## src/design/spq_pkg.sv

```systemverilog
// shared types and constants for the sorted priority queue
// no dependencies; used by the interfaces, the cell and the top level
`default_nettype none

package spq_pkg;

  localparam int unsigned DEPTH_DEF = 64;
  localparam int unsigned VALUE_W   = 32;
  localparam int unsigned POS_W     = 6;
  localparam int unsigned COUNT_W   = 7;

  typedef enum logic [1:0] {
    MODE_INSERT = 2'd0,
    MODE_POP    = 2'd1,
    MODE_DELETE = 2'd2,
    MODE_SEARCH = 2'd3
  } mode_e;

  typedef enum logic [1:0] {
    STATUS_OK        = 2'd0,
    STATUS_EMPTY     = 2'd1,
    STATUS_FULL      = 2'd2,
    STATUS_NOT_FOUND = 2'd3
  } status_e;

  // what the cells do in a cycle
  typedef enum logic [2:0] {
    CMD_HOLD,
    CMD_COMPARE,
    CMD_INSERT,
    CMD_POP,
    CMD_DELETE
  } cmd_e;

  typedef struct packed {
    cmd_e                       cmd;
    logic signed [VALUE_W-1:0]  value;
  } ctrl_t;

  // state one cell shows to its neighbors and the top level
  typedef struct packed {
    logic                       valid;
    logic                       lt;     // stored value below the operand
    logic                       eq;     // stored value equals the operand
    logic signed [VALUE_W-1:0]  data;
  } cell_t;

endpackage

`default_nettype wire

```

## src/design/spq_cell.sv

```systemverilog
// one slot of the sorted chain: holds a value, compares it, shifts with neighbors
// depends on spq_pkg
`default_nettype none

module spq_cell (
  input  wire logic           clk_i,
  input  wire logic           rst_ni,
  input  spq_pkg::ctrl_t      ctrl_i,
  input  spq_pkg::cell_t      prev_i,   // neighbor toward the head
  input  spq_pkg::cell_t      next_i,   // neighbor toward the tail
  output spq_pkg::cell_t      cell_o
);

  logic                                valid_q, valid_d;
  logic                                lt_q, lt_d;
  logic                                eq_q, eq_d;
  logic signed [spq_pkg::VALUE_W-1:0]  data_q, data_d;

  always_comb begin
    valid_d = valid_q;
    lt_d    = lt_q;
    eq_d    = eq_q;
    data_d  = data_q;
    unique case (ctrl_i.cmd)
      spq_pkg::CMD_HOLD: begin
      end
      spq_pkg::CMD_COMPARE: begin
        lt_d = valid_q && (data_q < ctrl_i.value);
        eq_d = valid_q && (data_q == ctrl_i.value);
      end
      spq_pkg::CMD_INSERT: begin
        // cells below the operand stay, the first other one takes it, the rest move down
        if (!lt_q) begin
          if (prev_i.lt) begin
            valid_d = 1'b1;
            data_d  = ctrl_i.value;
          end else begin
            valid_d = prev_i.valid;
            data_d  = prev_i.data;
          end
        end
      end
      spq_pkg::CMD_POP: begin
        valid_d = next_i.valid;
        data_d  = next_i.data;
      end
      spq_pkg::CMD_DELETE: begin
        // matches are contiguous, so everything from the first match on moves up
        if (valid_q && !lt_q) begin
          valid_d = next_i.valid;
          data_d  = next_i.data;
        end
      end
      default: begin
      end
    endcase
  end

  always_ff @(posedge clk_i or negedge rst_ni) begin
    if (!rst_ni) begin
      valid_q <= 1'b0;
      lt_q    <= 1'b0;
      eq_q    <= 1'b0;
    end else begin
      valid_q <= valid_d;
      lt_q    <= lt_d;
      eq_q    <= eq_d;
    end
  end

  always_ff @(posedge clk_i) begin
    data_q <= data_d;
  end

  assign cell_o = '{valid: valid_q, lt: lt_q, eq: eq_q, data: data_q};

endmodule

`default_nettype wire

```

## config.mk

```make
export PLATFORM = sky130hd
export DESIGN_NAME = spq_cell
export DESIGN_NICKNAME = d
export VERILOG_FILES = /design/src/design/spq_pkg.sv /design/src/design/spq_cell.sv
export SDC_FILE = /design/constraint.sdc
export NUM_CORES = 1
export LEC_CHECK = 0
export BUFFER_PORTS_ARGS = -buffer_cell sky130_fd_sc_hd__buf_4
export CAP_MARGIN = 5
export CORE_ASPECT_RATIO = 0.75
export CORE_UTILIZATION = 30
export CTS_CLUSTER_DIAMETER = 40
export DETAILED_ROUTE_END_ITERATION = 10
export GPL_TIMING_DRIVEN = 1
export PLACE_DENSITY_LB_ADDON = 0.05
export SYNTH_ARGS = -nofsm -noshare
export SYNTH_HDL_FRONTEND = slang
export SYNTH_SLANG_ARGS = --single-unit
```

## constraint.sdc

```tcl
create_clock -name clk_i -period 8.35 [get_ports clk_i]
set_clock_uncertainty 0.2 [all_clocks]
set_input_delay 0.835 -clock clk_i [delete_from_list [all_inputs] [get_ports clk_i]]
set_output_delay 0.835 -clock clk_i [all_outputs]
set_load 0.02 [all_outputs]
```

==> key figures <==
Run
  – Max-cap viol count: 0

Finish
  – Final standard cell area without fillers: 3940 sq um
  – Layout overhead on the synthesized area: 49.6%
  – Inserted Diodes: 0
  – Non-filler cells, final: 524
  – Fraction of layout cells with a size suffix above 1: 36.8%
  – Net count reported at finish: 554
  – Fill cells: 859

Timing
  – Aggregate negative setup slack: 0 ns
  – Worst slew slack as a fraction of its limit: 58.0%
  – Unrepaired setup endpoints after global routing: no
  – Final slew viol count: 0
  – # setup viols final: 0
  – Pin slew with the least headroom to its limit: 0.630 ns
  – Highest clock rate: 0.374 GHz
  – WHS: 0.139 ns
  – Shortest clock period the worst path allows after layout: 2.67 ns
  – Share of the cycle needed by the critical path after routing: 32.0%
  – Hold Violations, Final: 0

Global routing
  – GR Overflow Total: 0
  – Gr usage total: 14.8%
  – Pin count of the biggest net entering global routing: 67
  – Number of antenna violations at the first check in global routing: 0
  – Vias in the first global route: 2202
  – First-pass GRT wire length: 10400 um

Pwr
  – Total Power: 0.611 mW
  – Maximum resistive drop on vdd: 0.0716 mV
  – Clock power frac: 32.1%
  – Net switching fraction of the power: 28.9%
  – Pleak: 1.94 nW
  – Comb power frac: 30.6%
  – Switching pwr: 0.176 mW
  – Relative contribution of sequential cells to total power: 37.4%
  – Total power per unit cell area: 155 nW/um^2
  – Internal Pwr Total: 0.434 mW

Critical path
  – Largest incremental delay on the critical path: 0.48 ns
  – Chain of cells forming the critical path: buf_4 > inv_1 > ha_1 > nand4_1 > nor4_1 > o211ai_1 > o2111ai_1 > xnor2_1 > o31ai_2
  – Dominant delay contributor by cell family on the critical path: simple AND/OR/NAND/NOR gates
  – Arrival time at the worst endpoint: 2.66 ns
  – Number of buffer and inverter instances along the worst setup path: 2
  – Critical-path top delay cell: nor4_1
  – Startpoint type of the worst setup path: primary input
  – Reg2reg path depth: 7
  – Worst setup slack for register-to-register paths: 5.96 ns
  – Required time at the endpoint of the critical path: 8.33 ns
  – Launching point of the worst reg2reg path: data_q[31]
  – Endpoint type of the worst setup path: register
  – Type of the setup path with the least slack: primary input to register
  – End of the worst register-to-register path: lt_q
  – Crit Path Max Fanout: 5

Synth
  – Sequential element share of the synthesized area: 39.4%
  – Post-Syn Nets: 420
  – Number of distinct library cell variants in the gate-level netlist after synthesis: 31
  – Cell count after synthesis: 281
  – Post-Syn Area per Cell: 9.36 sq um
  – Synthesis-stage register bit count: 35
  – Warnings from Yosys: 0
  – Area of the mapped netlist: 2630 sq um

Floorplanning
  – Die H: 83.1 um
  – Effective utilization at floorplan: 31.0%
  – Area of the die: 9150 sq um
  – Rows: 29
  – # IOs: 142
  – Width of the die: 110 um
  – Placeable core region: 8490 sq um

Routing
  – Routed len/inst: 13.0 um
  – Iteration-0 DRC count of the detailed router: 61
  – Remaining design rule violation count: 0
  – Via density per instance: 4.55
  – First drt pass iteration count: 4
  – Number of nets with antenna violations after detailed routing: 0
  – Overall routed net length: 6800 um
  – Vias after detailed routing: 2383

Place
  – Post-Place Cell Area: 3780 sq um
  – Placed Instances: 516
  – RD Place Congestion: 0.702
  – Estimated wirelength of the detail-placed design: 5410 um
  – Quantity of I/O buffers inserted on ports: 138

CTS
  – Latest clock arrival within the worst-skew pair: 0.27 ns
  – Inserted Clock Buffers: 5
  – Number of hold buffers added after CTS: 0
  – TritonCTS Sinks: 35
  – Root buffer cell: clkbuf_16
  – TritonCTS clock tree: yes
  – Number of gates resized after CTS: 0
  – Clk slew on worst S/H paths: 0.06 ns
  – Buffers inserted by post-CTS timing repair: 0
  – Number of levels the H-tree was split into: 2
  – Clock Path Buffers: 2

Hold path
  – HP Class: primary input to async pin

Run status
  – Run status: complete, no violations
==> how the worst max path moves through the flow <==
stage | depth (start not counted) | to | startpoint
floorplan | 4 | valid_q | ctrl_i[32]
global placement | 9 | lt_q | ctrl_i[31]
detailed placement | 9 | lt_q | ctrl_i[31]
CTS | 9 | lt_q | ctrl_i[31]
global route | 9 | lt_q | ctrl_i[31]
finish | 9 | lt_q | ctrl_i[31]
==> synth_stat cells <==
cell type | instances | area share, %
a21oi_1 | 49 | 9.3
nor2_1 | 36 | 5.1
inv_1 | 35 | 5.0
edfxtp_1 | 32 | 37
ha_1 | 32 | 15
mux2i_1 | 32 | 12
nand2_1 | 13 | 1.9
clkbuf_1 | 6 | 0.86
o21ai_0 | 6 | 1.1
buf_1 | 5 | 0.71
nand4_1 | 5 | 1.2
buf_4 | 3 | 0.86
dfrtp_1 | 3 | 2.9
nand3_1 | 3 | 0.57
nor3_1 | 3 | 0.57
nand2b_1 | 2 | 0.48
o211ai_1 | 2 | 0.57
a211oi_1 | 1 | 0.29
a221oi_1 | 1 | 0.33
a2bb2oi_1 | 1 | 0.33
and4_2 | 1 | 0.38
nand4_4 | 1 | 0.81
nor4_1 | 1 | 0.24
o2111ai_1 | 1 | 0.33
o21a_1 | 1 | 0.29
o221ai_1 | 1 | 0.33
o31ai_2 | 1 | 0.48
o41ai_1 | 1 | 0.33
or3_1 | 1 | 0.24
or4_1 | 1 | 0.29
xnor2_1 | 1 | 0.33
==> per-stage QoR <==
| stage | util, % | worst slack, ns |
|---|---|---|
| 2_1_floorplan | - | 3.21 |
| 3_3_place_gp | 44.5 | 5.38 |
| 3_5_place_dp | 44.5 | 5.34 |
| 4_1_cts | 46.4 | 5.62 |
| 5_1_grt | 46.4 | 5.53 |
| 6_report | 46.4 | 5.68 |
==> cells by family (layout without fill, tap and decap cells) <==
| kind of cell | Yosys count | in the layout | synth area share (%) |
|---|---|---|---|
| flip-flops | 35 | 35 | 39.4 |
| buffers and inverters | 49 | 184 | 7.42 |
| adder cells (fa/ha/maj) | 32 | 32 | 15.2 |
| AND/OR/NAND/NOR | 67 | 67 | 11.7 |
| XOR/XNOR | 1 | 1 | 0.333 |
| multiplexers | 32 | 32 | 12.2 |
| AO/OA/AOI/OAI | 65 | 65 | 13.7 |
==> power by group through the flow <==
stage / logic (mW) / registers [mW] / clock network [mW]
detailed placement: 0.189 / 0.232 / 0
floorplan: 0.0869 / 0.249 / 0
global route: 0.207 / 0.230 / 0.210
finish: 0.187 / 0.228 / 0.196
CTS: 0.190 / 0.228 / 0.203
global placement: 0.188 / 0.231 / 0
==> routing by layer <==
metal | global-route usage, % | vias up | routed length, um
met5 | 0 | - | 0
met4 | 3.23 | 0 | 29
met3 | 5.02 | 2 | 571
met2 | 21.8 | 76 | 2840
met1 | 20.9 | 1035 | 3370
li1 | - | 1270 | -
==> cells in the final DEF, fill, tap and decap left out, drive strengths merged, types with 2 or more instances in the layout <==
cell type,synthesis,layout
nand2b,2,2
o211ai,2,2
dfrtp,3,3
nand3,3,3
nand4,6,6
nand2,13,13
inv,35,35
edfxtp,32,32
ha,32,32
nor2,36,36
buf,8,141
mux2i,32,32
nor3,3,3
o21ai,6,6
a21oi,49,49
clkbuf,6,8
==> area by class of cell <==
type	count	area (sq um)	share of cell area, %
inverters	35	131	3.34
repair buffers	141	1060	26.9
clock buffers	8	156	3.97
flip-flops and latches	35	1040	26.3
multi-input cells	197	1420	36.0
well taps	108	135	3.43
==> worst register-to-register path: stages (launching register included) <==
cell and delay, ns:
edfxtp_1 0.39, ha_1 0.36, nand4_1 0.21, nor4_1 0.48, o211ai_1 0.19, o2111ai_1 0.16, xnor2_1 0.11, o31ai_2 0.20
==> flip-flops by register name (all words and copies together) (netlist names) <==
register	flops
data_q	32
lt_q	1
eq_q	1
valid_q	1
Note: power is estimated with default switching activity, not from simulation.
